### src/rtl/tdkc_pkg.sv
// Package with shared constants and types for the tagged digit key counter.
`timescale 1ns / 1ps
package tdkc_pkg;
   localparam logic [7:0] DELIM_RESET = 8'd59;
   localparam logic [7:0] TAG_RESET   = 8'd83;
   localparam logic [7:0] CHAR_ZERO   = 8'h30;
   localparam logic [7:0] CHAR_NINE   = 8'h39;

   localparam int DEF_MAX_DIGITS    = 10;
   localparam int DEF_TABLE_ENTRIES = 1024;
   localparam int DEF_COUNT_BITS    = 32;

   localparam int KEY_OUT_BITS   = 40;
   localparam int LEN_OUT_BITS   = 4;
   localparam int COUNT_OUT_BITS = 32;
   localparam int MATCH_BITS     = 32;
   localparam int UNIQUE_BITS    = 11;

   localparam logic [1:0] PH_NONE   = 2'd0;
   localparam logic [1:0] PH_DELIM  = 2'd1;
   localparam logic [1:0] PH_TAG    = 2'd2;
   localparam logic [1:0] PH_GATHER = 2'd3;

   localparam logic [7:0] CSR_DELIM = 8'd0;
   localparam logic [7:0] CSR_TAG   = 8'd1;

   typedef struct packed {
      logic [COUNT_OUT_BITS-1:0] count;
      logic                      new_key;
      logic                      table_full;
      logic [UNIQUE_BITS-1:0]    unique_keys;
   } result_type;
endpackage

### src/rtl/tdkc_digit_cell.sv
// One digit cell of the key shift chain, holding a single BCD nibble.
`timescale 1ns / 1ps
module tdkc_digit_cell
   import tdkc_pkg::*;
(
   input  logic       clock,
   input  logic       reset,
   input  logic       clear,
   input  logic       shift,
   input  logic [3:0] nibble_in,
   output logic [3:0] nibble_out
);
   logic [3:0] nibble_ff;
   logic [3:0] nibble_in_next;

   always_comb begin
      nibble_in_next = nibble_ff;
      if (clear) begin
         nibble_in_next = 4'd0;
      end else if (shift) begin
         nibble_in_next = nibble_in;
      end
   end

   always_ff @(posedge clock) begin
      if (reset) begin
         nibble_ff <= 4'd0;
      end else begin
         nibble_ff <= nibble_in_next;
      end
   end

   assign nibble_out = nibble_ff;
endmodule

### config.mk
export PLATFORM = sky130hd
export DESIGN_NAME = tdkc_digit_cell
export DESIGN_NICKNAME = d
export VERILOG_FILES = /design/src/rtl/tdkc_pkg.sv /design/src/rtl/tdkc_digit_cell.sv
export SDC_FILE = /design/constraint.sdc
export NUM_CORES = 1
export LEC_CHECK = 0
export BUFFER_PORTS_ARGS = -buffer_cell sky130_fd_sc_hd__buf_2
export CAP_MARGIN = 10
export CORE_AREA = 10 10 47 49
export CTS_BUF_LIST = sky130_fd_sc_hd__clkbuf_16
export CTS_CLUSTER_DIAMETER = 150
export DETAILED_ROUTE_END_ITERATION = 8
export DIE_AREA = 0 0 57 59
export PLACE_DENSITY_LB_ADDON = 0.15
export SYNTH_ARGS = -nofsm -noshare
export SYNTH_HDL_FRONTEND = slang
export SYNTH_SLANG_ARGS = --single-unit
### constraint.sdc
create_clock -name clock -period 0.8 [get_ports clock]
set_input_delay 0.08 -clock clock [delete_from_list [all_inputs] [get_ports clock]]
set_output_delay 0.08 -clock clock [all_outputs]
set_load 0.01 [all_outputs]
# ---- After elaboration in Yosys (flattened, before gate mapping)
# Index checks and enable logic that the tools add are counted.
dict set report op_classes {
  div_mod_pow 0
  n_bitwise 0
  n_addsub 0
  multipliers 0
  magnitude_cmp 0
  shifts 0
  n_reduce_logical 1
  mux 0
  eq_ne 0
}
# cell count
set op_table {}
lappend op_table {{$reduce_or 2->1} 1}
dict set report totals {
  mem_count 0
  in_bits 8
  mem_bits_ro 0
  mem_bits_rw 0
  register_bits 4
  latchBits 0
}

# ---- Depth between registers and ports, before layout
# Gate-level depths: netlist of run 1.
dict set report depth {
  ltp_word 1
  ltp_mapped 3
  depth_no_buf 2
}

# ---- Worst setup path before layout of run 1
# Ideal clock, no wire load.
dict set report synth_timing {
  path_type {register to register}
  start {reg nibble_out[0] (netlist name)}
  end {reg nibble_ff[0] (netlist: nibble_out[0])}
  arrival_time_ns 0.530
  period_less_slack_ns 0.607
  required_time_ns 0.722
  path_slack_ns 0.193
  n_path_buf 0
  stages_incl_launch_ff 3
  cell_sequence {dfxtp_1 > mux2i_1 > nor3_1}
}
# item line_no
set synth_lines {}
lappend synth_lines {{end signal, assigned} tdkc_digit_cell.sv:29} ;# nibble_ff <= nibble_in_next;
lappend synth_lines {{end, declared} tdkc_digit_cell.sv:13} ;# logic [3:0] nibble_ff;

# ---- Worst setup path after layout of run 1
dict set report layout_timing {
  start {reg nibble_ff[0] (netlist: nibble_out[0])}
  end {out nibble_out[0]}
}
# item line_no
set layout_lines {}
lappend layout_lines {{end, declared} tdkc_digit_cell.sv:11} ;# output logic [3:0] nibble_out
# No word-level cell between the ends.

==> key figures, run 1 <==
Outcome
  – Status: completed

Finish
  – Util after Layout: 0.207
  – Filler Cell Count: 169
  – Fin cells: 42
  – Antenna diodes: 0
  – Final Net Count: 36
  – Multi-input gate area: 60.1 sq um
  – Share of layout cells above drive strength 1: 0.538
  – Register Area: 80.1 sq um
  – Area growth from synthesis to layout: 100%
  – Max FFs per register: 4

Yosys
  – Unique masters post-synth: 4
  – Syn Nets: 21
  – Syn Std Cell Area: 145 sq um
  – Register area share after synthesis: 0.552
  – Synthesized flop and latch total: 4
  – Avg Inst Size Synth: 11.2 sq um
  – Mapped Cells: 13
  – Yosys warnings: 0

Critical path
  – Crit Path Max Fanout: 2
  – CP Cell Sequence: buf_2
  – Critical path buffers and inverters: 1
  – Cell family with most CP delay: flip-flops
  – CP max-delay cell: dfxtp_1
  – Worst EP required: 0.72 ns
  – Critical path data arrival time: 0.67 ns
  – Worst path max stage delay: 0.32 ns
  – CP Capture Type: output port
  – Worst Setup Start Kind: flip-flop
  – Crit Path Class: reg -> out

Timing
  – Setup_tns: 0 ns
  – Crit share post-route: 0.938
  – Minimum clock period: 0.751 ns
  – PnR worst setup slack: 0.0495 ns
  – Setup Viol. Count Final: 0
  – Worst clock skew: 0 ns
  – Slew Limit Fails: 0
  – Max Clock Freq: 1330 MHz
  – Final Hold Fails: 0
  – Rel. slew slack: 0.903
  – RSZ-0062 raised after global routing: no
  – Hold slack: 0.0727 ns
  – Worst slew pin tran: 0.142 ns

Pwr
  – Pint: 0.000873 W
  – Sequential Power Share: 0.203
  – Power per cell area: 3570 nW/um^2
  – Clock share of power: 0.748
  – Switching Fraction: 0.158
  – LEAKAGE: 0.144 nW
  – Max rail drop VDD: 1.30 mV
  – Part of the power in combinational logic: 0.049
  – Switching power: 0.000164 W

Clock tree
  – Clock transition at the registers of the reported paths: 0.03 ns
  – H-tree levels: 1
  – Clk buf depth: 2
  – Hold Buf Count CTS: 0
  – Clock latency on the worst-skew pair: 0.22 ns
  – Clk root buf: clkbuf_16
  – Num CTS Buffers: 3
  – Setup bufs post-CTS: 0
  – Post-CTS sizing: 0
  – CTS tree: built
  – Clk sink count: 4

Placed design
  – Gpl congestion: 0.582
  – Place WS: 0.189 ns
  – Inst Count DP: 39
  – Quantity of I/O buffers inserted on ports: 11

Detailed routing
  – Iter 0 DRT Violations: 0
  – Detailed Routing Iterations Pass 1: 1
  – Post-detailed-route via-to-cell ratio: 3.45
  – DR vias: 145
  – Drt total wl: 485 um
  – DRC Markers: 0
  – Post-route antenna net violation count: 0
  – WL/cell: 11.5 um

Floorplan
  – Die ar.: 3360 sq um
  – Die height: 59 um
  – Die W: 57 um
  – Core box area: 1400 sq um
  – # IOs: 12
  – Initial core utilization: 0.104
  – FP Rows: 14

GRT
  – Initial antenna violation count: 0
  – GRT overflow: 0
  – First-pass GRT wire length: 703 um
  – Tot GR Track Use: 0.0315
  – Vias in the first global route: 179
  – Largest net degree at the start of global routing: 5

Job
  – Total of max-cap violations: 0

Min path
  – Class of the worst hold path: in -> reg
cell usage after synthesis:
| cell type | count | area share |
|---|---|---|
| dfxtp_1 | 4 | 0.55 |
| mux2i_1 | 4 | 0.28 |
| nor3_1 | 4 | 0.14 |
| clkbuf_2 | 1 | 0.034 |
placed cells by master (no fill, tap or decap), drive strengths merged:
cell type	netlist	layout
nor3	4	4
buf	0	11
clkbuf	1	3
mux2i	4	4
dfxtp	4	4
path summary, 6_finish.rpt:
check,startpoint,end,slack (ns),cells after the start
worst min register to register,nibble_out[2],nibble_out[2],0.52,2
worst max-delay path,nibble_out[0],nibble_out[0],0.05,1
worst max register to register,nibble_out[0],nibble_out[0],0.19,2
worst min-delay path,clear,nibble_out[3],0.07,2
metrics by stage:
| stage | area [sq um] | total power, W |
|---|---|---|
| floorplan | 145 | 0.000236 |
| global placement | 215 | 0.000265 |
| detailed placement | 215 | 0.000266 |
| CTS | 290 | 0.00105 |
| global route | 290 | 0.00107 |
| finish | 290 | 0.00104 |
power groups by stage:
| stage | Sequential (W) | Combinational [W] | Clock (W) |
|---|---|---|---|
| floorplan | 0.000216 | 0.0000200 | 0 |
| global placement | 0.000213 | 0.0000519 | 0 |
| detailed placement | 0.000213 | 0.0000526 | 0 |
| CTS | 0.000210 | 0.0000530 | 0.000788 |
| global route | 0.000211 | 0.0000557 | 0.000802 |
| finish | 0.000210 | 0.0000509 | 0.000775 |
final cells by class:
type,instances,share of cell area
sequential,4,0.276
multi-input combinational,8,0.207
timing repair buffer,11,0.190
clock buffer,3,0.259
tap,16,0.0690
kinds of logic (layout without fill, tap and decap cells):
kind of cell | Yosys count | after routing | share of synthesized area
flip-flops | 4 | 4 | 0.552
AND/OR/NAND/NOR | 4 | 4 | 0.138
buffers and inverters | 1 | 14 | 0.0344
multiplexers | 4 | 4 | 0.276
per-layer routing:
metal	global-route usage	up-vias	wire [um]
li1	-	72	-
met1	0.0153	70	165
met2	0.0558	3	304
met3	0.0193	0	15
met4	0.0503	0	0
met5	0	-	0
(Power assumes the default switching activity.)
==> inputs of run 2 (changes only) <==
- ABC_AREA: unset -> 1
==> run 2 against run 1 <==
Setup slack lost 0.0037 ns. Largest cell class unchanged. Highest routed layer is now met4. Die area is the same. Count of clock-buffer cells in the layout is the same. Global-route usage grew 0.61 points. Critical path type unchanged. Critical path depth is the same. Critical endpoint is now nibble_out[2]. Design area grew 9.1%.
==> key figures, run 2 <==
Clock tree
  – Clk buf depth: 2
  – Clock latency on the worst-skew pair: 0.22 ns
  – Clk root buf: clkbuf_16
  – H-tree levels: 1
  – Num CTS Buffers: 3
  – Setup bufs post-CTS: 0
  – Hold Buf Count CTS: 0
  – Post-CTS sizing: 0
  – Clock transition at the registers of the reported paths: 0.03 ns
  – CTS tree: built
  – Clk sink count: 4

Floorplan
  – FP Rows: 14
  – Core box area: 1400 sq um
  – # IOs: 12
  – Die W: 57 um
  – Initial core utilization: 0.127
  – Die ar.: 3360 sq um
  – Die height: 59 um

Critical path
  – Worst Reg-to-Reg Cells: 2
  – Crit Path Class: reg -> out
  – CP Launch Point: nibble_out[2]
  – Reg2reg setup slack: 0.25 ns
  – CP Cell Sequence: buf_2
  – FF-to-FF Start: nibble_out[1]
  – CP endpoint: nibble_out[2]
  – Worst EP required: 0.72 ns
  – CP max-delay cell: dfxtp_1
  – WP depth: 1
  – Worst R2R End: nibble_out[1]
  – Worst Setup Start Kind: flip-flop
  – CP Capture Type: output port
  – Critical path buffers and inverters: 1
  – Cell family with most CP delay: flip-flops
  – Worst path max stage delay: 0.32 ns
  – Crit Path Max Fanout: 2
  – Critical path data arrival time: 0.67 ns

Yosys
  – Unique masters post-synth: 6
  – Synth area leaders: dfxtp_1, nand2_1, nor2_1
  – Syn Std Cell Area: 178 sq um
  – Synthesized flop and latch total: 4
  – Mapped Cells: 26
  – Post-synth EDFFs: 0
  – Syn Nets: 34
  – Yosys warnings: 0
  – Avg Inst Size Synth: 6.83 sq um
  – Biggest area consumer among synthesized cells: dfxtp_1
  – Synth async-reset ratio: 0
  – Most frequent cells after synthesis: nand2_1, nor2_1, dfxtp_1, inv_1
  – Synth top area share: 0.451
  – Register area share after synthesis: 0.451
  – Synth Flop Type: dfxtp_1

Timing
  – Slew Limit Fails: 0
  – Setup Viol. Count Final: 0
  – Max Clock Freq: 1330 MHz
  – RSZ-0062 raised after global routing: no
  – Crit share post-route: 0.943
  – Rel. slew slack: 0.900
  – Worst clock skew: 0 ns
  – Setup_tns: 0 ns
  – Final Hold Fails: 0
  – Worst slew pin tran: 0.151 ns
  – Hold slack: 0.127 ns
  – Minimum clock period: 0.754 ns

Finish
  – Area growth from synthesis to layout: 78.2%
  – Antenna diodes: 0
  – Commonest non-fill, non-tap cell in the layout: buf_2
  – Final Net Count: 49
  – Max FFs per register: 4
  – Fin cells: 55
  – Commonest cells after routing, fill and taps aside: buf_2, nor2_1, nand2_1
  – Share of layout cells above drive strength 1: 0.385
  – Final Instance Area: 317 sq um

Detailed routing
  – Post-route antenna net violation count: 0
  – Drt total wl: 504 um
  – DRC Markers: 0
  – Iter 0 DRT Violations: 1
  – DR vias: 179
  – Post-detailed-route via-to-cell ratio: 3.25
  – WL/cell: 9.16 um
  – Detailed Routing Iterations Pass 1: 4

GRT
  – Initial antenna violation count: 0
  – Largest net degree at the start of global routing: 9
  – Tot GR Track Use: 0.0375
  – Vias in the first global route: 210
  – GRT overflow: 0
  – First-pass GRT wire length: 883 um

Pwr
  – LEAKAGE: 0.174 nW
  – Total power: 0.00105 W
  – Max rail drop VDD: 0.926 mV
  – Power per cell area: 3320 nW/um^2

Placed design
  – Dpl hpwl: 396 um
  – Placement Cell Area: 241 sq um
  – Gpl congestion: 0.657
  – Quantity of I/O buffers inserted on ports: 11
  – Inst Count DP: 52

Min path
  – Class of the worst hold path: in -> reg

Job
  – Total of max-cap violations: 0

Outcome
  – Status: completed
[run 2: metal layers]
layer | routed length [um] | track usage
met3 | 4 | 0.0129
met2 | 279 | 0.0512
met5 | 0 | 0
met1 | 205 | 0.0319
met4 | 14 | 0.0705
[run 2: worst min path at each step]
stage,from,end,cells after the start
floorplan,reset,nibble_out[0],3
global placement,reset,nibble_out[0],4
detailed placement,reset,nibble_out[1],4
CTS,reset,nibble_out[1],4
global route,reset,nibble_out[1],4
finish,reset,nibble_out[2],4
[run 2: area by class of cell]
| type | instances | area, sq um |
|---|---|---|
| inverters | 4 | 15.0 |
| flip-flops and latches | 4 | 80.1 |
| well taps | 16 | 20.0 |
| clock buffers | 3 | 75.1 |
| multi-input cells | 17 | 71.3 |
| repair buffers | 11 | 55.1 |
| fillers | 173 | 1080 |
[run 2: logic make-up (layout without fill, tap and decap cells)]
| logic type | after synthesis | count (layout) | synth area share |
|---|---|---|---|
| buffers and inverters | 5 | 18 | 0.148 |
| and+or+nand+nor | 17 | 17 | 0.401 |
| DFF | 4 | 4 | 0.451 |
[run 2: per-stage QoR]
| step | util | setup WS, ns |
|---|---|---|
| finish | 0.226 | 0.0458 |
| global route | 0.226 | 0.00530 |
| CTS | 0.226 | 0.0279 |
| detailed placement | 0.172 | 0.255 |
| global placement | 0.172 | 0.255 |
| floorplan | - | 0.231 |
[run 2: worst min-delay path: stages]
cell and delay (ns):
buf_2 0.10, nor2_4 0.04, nand2_1 0.05, nor2_1 0.03
[run 2: report_power, final]
group	internal, W	leakage (nW)	switching, W	total [W]
clock	0.000638	0.0370	0.000137	0.000775
combinational	0.0000300	0.104	0.0000344	0.0000643
sequential	0.000210	0.0328	0.00000362	0.000213
